[config.mk]
export PLATFORM = sky130hd
export DESIGN_NAME = latency_meter_ema_min_max_unit
export DESIGN_NICKNAME = d
export VERILOG_FILES = /design/src/hdl/lmem_pkg.sv /design/src/hdl/lmem_core.sv /design/src/hdl/latency_meter_ema_min_max_unit.sv
export SDC_FILE = /design/constraint.sdc
export NUM_CORES = 2
export LEC_CHECK = 0
export BUFFER_PORTS_ARGS = -buffer_cell sky130_fd_sc_hd__buf_2
export CAP_MARGIN = 15
export CELL_PAD_IN_SITES_DETAIL_PLACEMENT = 0
export CELL_PAD_IN_SITES_GLOBAL_PLACEMENT = 2
export CORE_AREA = 2 2 314 316
export CTS_CLUSTER_DIAMETER = 30
export DETAILED_ROUTE_END_ITERATION = 8
export DIE_AREA = 0 0 316 318
export PLACE_DENSITY_LB_ADDON = 0.3
export SLEW_MARGIN = 0
export SYNTH_ARGS = -nofsm -noshare
export SYNTH_HDL_FRONTEND = slang
export SYNTH_SLANG_ARGS = --single-unit
[constraint.sdc]
create_clock -name i_clk -period 33.5 [get_ports i_clk]
set_input_delay 3.35 -clock i_clk [delete_from_list [all_inputs] [get_ports i_clk]]
set_output_delay 3.35 -clock i_clk [all_outputs]
set_load 0.02 [all_outputs]
[src/hdl/lmem_pkg.sv]
`timescale 1ns / 1ps

package lmem_pkg;

    // Event codes carried in the opcode field.
    typedef enum logic [1:0] {
        OP_TICK  = 2'd0,
        OP_START = 2'd1,
        OP_END   = 2'd2,
        OP_NONCE = 2'd3
    } t_opcode;

    localparam int OUT_BITS     = 32;
    localparam int NONCE_BITS   = 64;
    localparam int ALPHA_BITS   = 16;
    localparam int ALPHA_FRAC   = 16;
    localparam logic [ALPHA_BITS-1:0] ALPHA_RESET = 16'd13107;

    localparam int S_TDATA_BITS = 64;
    localparam int S_TUSER_BITS = 2;
    localparam int M_TDATA_BITS = 200;

    // One result as seen on the master side.
    typedef struct packed {
        logic [OUT_BITS-1:0]   average;
        logic [OUT_BITS-1:0]   minimum;
        logic [OUT_BITS-1:0]   maximum;
        logic                  running;
        logic [OUT_BITS-1:0]   pending;
        logic                  nonce_present;
        logic [NONCE_BITS-1:0] nonce_out;
    } t_result;

endpackage

[src/hdl/lmem_core.sv]
`timescale 1ns / 1ps

module lmem_core #(
    parameter int DURATION_BITS = 32
) (
    input  logic                              i_clk,
    input  logic                              i_rst_n,
    input  logic                              i_step,
    input  lmem_pkg::t_opcode                 i_opcode,
    input  logic [lmem_pkg::NONCE_BITS-1:0]   i_nonce,
    input  logic [lmem_pkg::ALPHA_BITS-1:0]   i_alpha,
    output lmem_pkg::t_result                 o_result
);

    localparam int DB = DURATION_BITS;
    localparam int OB = lmem_pkg::OUT_BITS;
    localparam int AB = lmem_pkg::ALPHA_BITS;
    localparam int FB = lmem_pkg::ALPHA_FRAC;
    localparam int PB = DB + AB + 2;

    logic                            r_in_progress, n_in_progress;
    logic [DB-1:0]                   r_elapsed, n_elapsed;
    logic [DB-1:0]                   r_average, n_average;
    logic [DB-1:0]                   r_minimum, n_minimum;
    logic [DB-1:0]                   r_maximum, n_maximum;
    logic                            r_nonce_valid, n_nonce_valid;
    logic [lmem_pkg::NONCE_BITS-1:0] r_nonce_store, n_nonce_store;

    logic signed [DB:0]   diff;
    logic signed [AB:0]   alpha_s;
    logic signed [PB-1:0] prod;
    logic [DB-1:0]        ema;
    logic [DB-1:0]        pending;

    // avg + floor(alpha * (d - avg) / 2^16) is the same as the two-product form,
    // and the slice of the signed product is the floor.
    always_comb begin
        diff    = $signed({1'b0, r_elapsed}) - $signed({1'b0, r_average});
        alpha_s = $signed({1'b0, i_alpha});
        prod    = alpha_s * diff;
        ema     = r_average + prod[DB+FB-1:FB];
    end

    always_comb begin
        n_in_progress = r_in_progress;
        n_elapsed     = r_elapsed;
        n_average     = r_average;
        n_minimum     = r_minimum;
        n_maximum     = r_maximum;
        n_nonce_valid = r_nonce_valid;
        n_nonce_store = r_nonce_store;
        unique case (i_opcode)
            lmem_pkg::OP_TICK: begin
                if (r_in_progress && !(&r_elapsed)) begin
                    n_elapsed = r_elapsed + 1'b1;
                end
            end
            lmem_pkg::OP_START: begin
                if (!r_in_progress) begin
                    n_elapsed     = '0;
                    n_in_progress = 1'b1;
                end
            end
            lmem_pkg::OP_END: begin
                if (r_in_progress) begin
                    n_in_progress = 1'b0;
                    n_nonce_valid = 1'b0;
                    n_nonce_store = '0;
                    if (r_average == '0) begin
                        n_average = r_elapsed;
                        n_minimum = r_elapsed;
                        n_maximum = r_elapsed;
                    end else begin
                        n_average = ema;
                        if (r_elapsed < r_minimum) begin
                            n_minimum = r_elapsed;
                        end
                        if (r_elapsed > r_maximum) begin
                            n_maximum = r_elapsed;
                        end
                    end
                end
            end
            lmem_pkg::OP_NONCE: begin
                n_nonce_store = i_nonce;
                n_nonce_valid = 1'b1;
            end
            default: begin
                n_in_progress = r_in_progress;
            end
        endcase
    end

    always_ff @(posedge i_clk) begin
        if (!i_rst_n) begin
            r_in_progress <= 1'b0;
            r_elapsed     <= '0;
            r_average     <= '0;
            r_minimum     <= '0;
            r_maximum     <= '0;
            r_nonce_valid <= 1'b0;
            r_nonce_store <= '0;
        end else if (i_step) begin
            r_in_progress <= n_in_progress;
            r_elapsed     <= n_elapsed;
            r_average     <= n_average;
            r_minimum     <= n_minimum;
            r_maximum     <= n_maximum;
            r_nonce_valid <= n_nonce_valid;
            r_nonce_store <= n_nonce_store;
        end
    end

    assign pending = n_in_progress ? n_elapsed : '0;

    // Durations wider than the result fields show their low bits.
    generate
        if (DB >= OB) begin : g_trunc
            assign o_result.average = n_average[OB-1:0];
            assign o_result.minimum = n_minimum[OB-1:0];
            assign o_result.maximum = n_maximum[OB-1:0];
            assign o_result.pending = pending[OB-1:0];
        end else begin : g_extend
            assign o_result.average = {{(OB-DB){1'b0}}, n_average};
            assign o_result.minimum = {{(OB-DB){1'b0}}, n_minimum};
            assign o_result.maximum = {{(OB-DB){1'b0}}, n_maximum};
            assign o_result.pending = {{(OB-DB){1'b0}}, pending};
        end
    endgenerate

    assign o_result.running       = n_in_progress;
    assign o_result.nonce_present = n_nonce_valid;
    assign o_result.nonce_out     = n_nonce_valid ? n_nonce_store : '0;

    // The moving average always lies between the running minimum and maximum.
    a_avg_bounded: assert property (@(posedge i_clk) disable iff (!i_rst_n)
        (r_minimum <= r_average) && (r_average <= r_maximum))
        else $error("average outside minimum/maximum");

    // A stored nonce is cleared together with its valid flag.
    a_nonce_clear: assert property (@(posedge i_clk) disable iff (!i_rst_n)
        !r_nonce_valid |-> (r_nonce_store == '0))
        else $error("nonce left behind without valid flag");

    // A measurement only stops through an accepted end event.
    a_stop_on_end: assert property (@(posedge i_clk) disable iff (!i_rst_n)
        ($past(i_rst_n) && $fell(r_in_progress))
            |-> $past(i_step && (i_opcode == lmem_pkg::OP_END)))
        else $error("measurement stopped without end event");

endmodule

[src/hdl/latency_meter_ema_min_max_unit.sv]
`timescale 1ns / 1ps

// Round-trip latency monitor with a moving average, minimum and maximum.
//
// Requests enter on the slave stream: tuser carries the event code (tick of
// one millisecond, start, end, set nonce) and tdata carries the nonce used by
// the set-nonce event. Every request yields exactly one result on the master
// stream, which reports the state after that request was applied.
//
// The smoothing weight alpha_q16 is written through i_cfg_wr_en/i_cfg_wr_data
// and must only be changed while no request is in flight.
//
// An accepted request passes through an input register and then a result
// register, with the state update between them. Throughput is one request
// per cycle while i_m_axis_tready stays high, set by the recurrence of the
// state update (one multiplier and compare path).
//
// Reset (synchronous, active low) clears all measurement state, restores
// alpha to 13107 and empties both registers. When the receiver stalls, the
// result register holds its value and the input register can still take one
// more request before o_s_axis_tready drops.

module latency_meter_ema_min_max_unit #(
    parameter int DURATION_BITS = 32
) (
    input  logic                                i_clk,
    input  logic                                i_rst_n,
    // slave stream
    input  logic                                i_s_axis_tvalid,
    output logic                                o_s_axis_tready,
    // [63:0] nonce_value
    input  logic [lmem_pkg::S_TDATA_BITS-1:0]   i_s_axis_tdata,
    // [1:0] opcode
    input  logic [lmem_pkg::S_TUSER_BITS-1:0]   i_s_axis_tuser,
    // master stream
    output logic                                o_m_axis_tvalid,
    input  logic                                i_m_axis_tready,
    // [31:0] average_ms, [63:32] minimum_ms, [95:64] maximum_ms, [96] running,
    // [128:97] pending_ms, [129] nonce_present, [193:130] nonce_out, rest zero
    output logic [lmem_pkg::M_TDATA_BITS-1:0]   o_m_axis_tdata,
    // configuration: alpha_q16
    input  logic                                i_cfg_wr_en,
    input  logic [lmem_pkg::ALPHA_BITS-1:0]     i_cfg_wr_data
);

    localparam int RB = $bits(lmem_pkg::t_result);

    logic [lmem_pkg::ALPHA_BITS-1:0] r_alpha;

    // Input register.
    logic                            r_in_valid;
    lmem_pkg::t_opcode               r_in_opcode;
    logic [lmem_pkg::NONCE_BITS-1:0] r_in_nonce;

    // Result register.
    logic                            r_out_valid;
    lmem_pkg::t_result               r_out;

    lmem_pkg::t_result               core_result;
    logic                            advance;

    // The held request moves into the result register whenever that register
    // is empty or being drained in the same cycle.
    assign advance         = r_in_valid && (!r_out_valid || i_m_axis_tready);
    assign o_s_axis_tready = !r_in_valid || advance;

    always_ff @(posedge i_clk) begin
        if (!i_rst_n) begin
            r_alpha <= lmem_pkg::ALPHA_RESET;
        end else if (i_cfg_wr_en) begin
            r_alpha <= i_cfg_wr_data;
        end
    end

    always_ff @(posedge i_clk) begin
        if (!i_rst_n) begin
            r_in_valid <= 1'b0;
        end else if (o_s_axis_tready) begin
            r_in_valid <= i_s_axis_tvalid;
        end
    end

    // Payload needs no reset; it is qualified by r_in_valid.
    always_ff @(posedge i_clk) begin
        if (o_s_axis_tready && i_s_axis_tvalid) begin
            r_in_opcode <= lmem_pkg::t_opcode'(i_s_axis_tuser);
            r_in_nonce  <= i_s_axis_tdata[lmem_pkg::NONCE_BITS-1:0];
        end
    end

    lmem_core #(
        .DURATION_BITS (DURATION_BITS)
    ) u_core (
        .i_clk    (i_clk),
        .i_rst_n  (i_rst_n),
        .i_step   (advance),
        .i_opcode (r_in_opcode),
        .i_nonce  (r_in_nonce),
        .i_alpha  (r_alpha),
        .o_result (core_result)
    );

    always_ff @(posedge i_clk) begin
        if (!i_rst_n) begin
            r_out_valid <= 1'b0;
        end else if (advance) begin
            r_out_valid <= 1'b1;
        end else if (i_m_axis_tready) begin
            r_out_valid <= 1'b0;
        end
    end

    always_ff @(posedge i_clk) begin
        if (advance) begin
            r_out <= core_result;
        end
    end

    assign o_m_axis_tvalid = r_out_valid;
    assign o_m_axis_tdata  = {
        {(lmem_pkg::M_TDATA_BITS - RB){1'b0}},
        r_out.nonce_out,
        r_out.nonce_present,
        r_out.pending,
        r_out.running,
        r_out.maximum,
        r_out.minimum,
        r_out.average
    };

endmodule

# Word level (Yosys, flattened, before mapping)
# Index checks and enable logic that the tools add are counted.
[totals]
regBits = 472
latchBits = 0
mem_bits_rw = 0
mem_bits_ro = 0
memories = 0
[classes]
n_addsub = 3
n_mul = 1
div = 0
magnitude_cmp = 2
eq_ne = 3
shift = 0
muxes = 21
bitwise = 0
n_reduce_logical = 12
[op_table]
columns = ["operator", "count"]
rows = [
  ["32-bit two-way mux", 13],
  ["64-bit case mux with 2 select lines", 1],
  ["64-bit two-way mux", 1],
  ["32-bit case mux with 2 select lines", 1],
  ["17-bit by 33-bit multiplier with 48-bit output", 1],
  ["32-bit by 32-bit subtractor with 33-bit output", 1],
  ["32-bit by 1-bit adder with 32-bit output, second input constant", 1],
  ["32-bit adder", 1],
  ["32-bit greater-than comparator", 1],
  ["32-bit logical NOT", 1],
  ["32-bit < comparator", 1],
  ["32-bit AND reduction", 1],
  ["2-bit equality test, second input constant", 2],
  ["1-bit case mux with 2 select lines", 2],
  ["1-bit logical AND", 3],
  ["1-bit logical NOT", 3],
  ["1-bit two-way mux", 3],
  ["2-bit by 1-bit equality test with 1-bit output, second input constant", 1],
  ["2-bit logical NOT", 1],
  ["1-bit logical OR", 2],
  ["2-bit nonzero test", 1],
]

# Logic depth before layout (Yosys ltp)
[depth]
depth_word = 6
mapped_depth = 50
ltp_nobuf = 48

# Hierarchy
# Synthesis repeated with hierarchy kept, for this count alone.
[unflattened]
hier_cells = 4417
area_unflattened_um2 = 41263.3
[by_module_without_submodules]
columns = ["module", "n_inst", "cells_each", "area_each_um2", "seq_area_each_um2"]
rows = [
  ["lmem_core", 1, 4090, 32726.4, 3883.7],
  ["latency_meter_ema_min_max_unit", 1, 327, 8536.9, 8167.8],
]

# Least setup slack after synthesis
# Ideal clock, no wire load.
[synth_timing]
path_type = "reg2reg"
from = "register u_core.r_elapsed[0]"
to = "register r_out, in the netlist o_m_axis_tdata[31] (data pin)"
setup_ps = 267
arrival_time_ps = 10266
required_time_ps = 33233
setup_slack_ps = 22967
path_stages_with_launch = 46
n_path_buf = 2
synth_period_minus_slack_ps = 10533
path_cell_list = "dfxtp_1 > clkbuf_1 > inv_1 > ha_1 > fa_1 > nor2b_1 > o31a_1 > o21ai_0 > a21bo_2 > a21oi_1 > a31o_2 > a21oi_1 > o21ai_0 > a21oi_1 > o311ai_2 > buf_2 > nand2_1 > fa_1 > [... 10 more ...] > a21o_1 > a21o_1 > nor3_1 > a21oi_1 > a221o_1 > a21o_1 > a21o_1 > xor2_1 > ha_1 > and4_1 > o21ai_0 > nand2b_1 > and4_1 > a21oi_1 > xnor3_1 > xor2_1 > o211ai_1 > o21ai_0"
[synth_lines]
columns = ["item", "line_no", "rtl"]
rows = [
  ["start: declaration", "lmem_core.sv:22", "logic [DB-1:0] r_elapsed, n_elapsed;"],
  ["start signal: assignment", "lmem_core.sv:105", "r_elapsed <= n_elapsed;"],
  ["end signal: assignment", "latency_meter_ema_min_max_unit.sv:115", "r_out <= core_result;"],
  ["end: declaration", "latency_meter_ema_min_max_unit.sv:57", "lmem_pkg::t_result r_out;"],
]

==> results.sh <==
export IMPL_drtPass1Iterations=7
export IMPL_cts_buffers=103
export IMPL_n_fill_cell=9231
export IMPL_synth_top_area_share_pct=23.69
export IMPL_status="finished clean"
export IMPL_clock_path_buffers=3
export IMPL_yosys_area_top_type="fa_1"
export IMPL_finalNonFillerCells=5954
export IMPL_grt_remaining_overflow=0
export IMPL_cap_viol_max_count=0
export IMPL_grt_pass1_vias=32060
export IMPL_syn_area_mm2=0.04150
export IMPL_rsz0062_at_grt="false"
export IMPL_drive_gt1_share_pct=13.63
export IMPL_drt_wl_total_um=120800
export IMPL_synth_common_cells="706 x inv_1, 491 x fa_1, 485 x nand2_1, 317 x nor2_1, 260 x edfxtp_1"
export IMPL_cts_tree="built"
export IMPL_drtIter0Drc=1669
export IMPL_routabilityCongestion=0.8656
export IMPL_ys_types=77
export IMPL_vias=31110
export IMPL_dpl_hpwl_um=85110
export IMPL_ioPinCount=289
export IMPL_crit_path_end_kind="register"
export IMPL_place_inst=5757
export IMPL_cp_arrival_ns=12.44
export IMPL_pre_cts_ws_ns=21.33
export IMPL_cts_resized=0
export IMPL_io_buffers=282
export IMPL_hold_buffers=0
export IMPL_grt_usage_pct=24.45
export IMPL_htree_levels=3
export IMPL_avgSynthCellArea_um2=9.536
export IMPL_crit_top_cell="fa_1"
export IMPL_route_detailed_drc=0
export IMPL_fin_tns_setup_ns=0
export IMPL_synth_most_common_cell="inv_1"
export IMPL_clk_pin_slew_ns=0.05
export IMPL_nets=5402
export IMPL_hold_violations=0
export IMPL_synthTopCellsByArea="fa_1 24%, edfxtp_1 19%, dfxtp_1 10%"
export IMPL_hp_class="register to register"
export IMPL_wire_per_inst_um=20.28
export IMPL_min_period_over_period_pct=35.99
export IMPL_crit_slowest_cell="xor2_2"
export IMPL_max_clock_freq_ghz=0.08294
export IMPL_synth_seq_cells=472
export IMPL_area_growth_pct=15.52
export IMPL_fin_ws_ns=21.44
export IMPL_antenna_found_initial=1
export IMPL_crit_fanout=16
export IMPL_num_rows=115
export IMPL_path_class="register to register"
export IMPL_avgViaCountPerCell=5.225
export IMPL_crit_path_start_kind="register"
export IMPL_ctsRootBufferMaster="clkbuf_16"
export IMPL_die_width_um=316
export IMPL_die_area_mm2=0.1005
export IMPL_grt_max_degree=107
export IMPL_grt_pass1_wl_um=189600
export IMPL_finalMaxSlewViolations=0
export IMPL_ys_seq_area_share_pct=29.04
export IMPL_worst_pin_slew_ns=1.115
export IMPL_setup_viol_count_final=0
export IMPL_async_flop_share_pct=0
export IMPL_die_y_um=318
export IMPL_clk_latency_ns=0.68
export IMPL_start_util_pct=42.60
export IMPL_worstPathRequired_ns=33.89
export IMPL_cts_setup_buffers=0
export IMPL_clkSinkCount=472
export IMPL_slew_headroom_pct=25.27
export IMPL_core_mm2=0.09741
export IMPL_synthCells=4352
export IMPL_drtAntennaViolNets=0
export IMPL_finClkSkew_ns=0.04867
export IMPL_slowest_delay_ns=0.70
export IMPL_synth_flop_cell="edfxtp_1"
export IMPL_synth_edf_count=260
export IMPL_period_needed_ns=12.06
export IMPL_yosysWarnings=0
==> worst paths after layout <==
kind | startpoint | to | slack [ns] | cells after the start
setup / recovery | u_core.r_elapsed[0] | o_m_axis_tdata[26] | 21.44 | 43
hold / removal | u_core.r_maximum[8] | u_core.r_maximum[8] | 0.47 | 2
setup reg to reg | u_core.r_elapsed[0] | o_m_axis_tdata[26] | 21.44 | 43
hold reg to reg | u_core.r_maximum[8] | u_core.r_maximum[8] | 0.47 | 2
==> sequential cells by signal (all words and copies together) (netlist names) <==
signal	count
r_in_nonce	64
r_alpha	16
u_core.r_in_progress	1
o_m_axis_tdata	194
u_core.r_nonce_valid	1
u_core.r_minimum	32
u_core.r_nonce_store	64
r_in_valid	1
u_core.r_maximum	32
u_core.r_elapsed	32
r_in_opcode	2
u_core.r_average	32
o_m_axis_tvalid	1
==> metrics by stage <==
stage	hold slack (ns)	area [µm²]	util, %
finish	0.4679	47940	49.21
global route	0.4829	47940	49.21
CTS	0.4706	47920	49.20
detailed placement	0.4633	44390	45.56
global placement	0.4473	44390	45.56
floorplan	0.4347	41520	-
==> layer usage <==
layer	wire [µm]	global-route usage, %
met1	55650	34.65
met5	0	0
met2	55660	38.10
met3	5891	3.978
met4	3555	7.952
==> layout by cell type, fill, tap and decap left out, types with 103 or more instances in the layout <==
cell,n
inv_1,705
fa_1,491
nand2_1,484
nor2_1,313
buf_2,282
edfxtp_1,260
ha_1,246
and2_1,241
dfxtp_1,197
a21oi_1,179
clkbuf_16,104
o21ai_0,103
==> worst max-delay path, delay by kind of cell, from the launching register on <==
family,cells,cell delay (ns)
flip-flops,1,0.54
XOR/XNOR,2,0.82
adder cells (fa/ha/maj),9,3.82
AO/OA/AOI/OAI,19,4.70
AND/OR/NAND/NOR,9,1.52
buffers and inverters,4,0.34
==> layout make-up <==
| cell class | instances | area [µm²] | area share, % |
|---|---|---|---|
| diodes | 1 | 2.502 | 0.005220 |
| clock buffers | 128 | 2783 | 5.805 |
| clock inverters | 67 | 755.7 | 1.576 |
| inverters | 707 | 2666 | 5.562 |
| multi-input cells | 2932 | 26050 | 54.34 |
| flip-flops and latches | 472 | 12070 | 25.18 |
| well taps | 1287 | 1610 | 3.359 |
| repair buffers | 360 | 2002 | 4.176 |
==> logic make-up (layout without fill, tap and decap cells) <==
family                   count (synthesis)  after routing  share of synthesized area, %
AO/OA/AOI/OAI                          666            666                         10.73
XOR/XNOR                                94             94                         2.017
adder cells (fa/ha/maj)                739            739                         31.16
buffers and inverters                  953           1262                         8.795
flip-flops                             472            472                         29.04
multiplexers                           161            161                         4.067
other                                    1              7                      0.009036
AND/OR/NAND/NOR                       1266           1266                         14.18
Power is not shown: default switching activity piles up to over one toggle a cycle in this logic, so the estimate is an artifact.
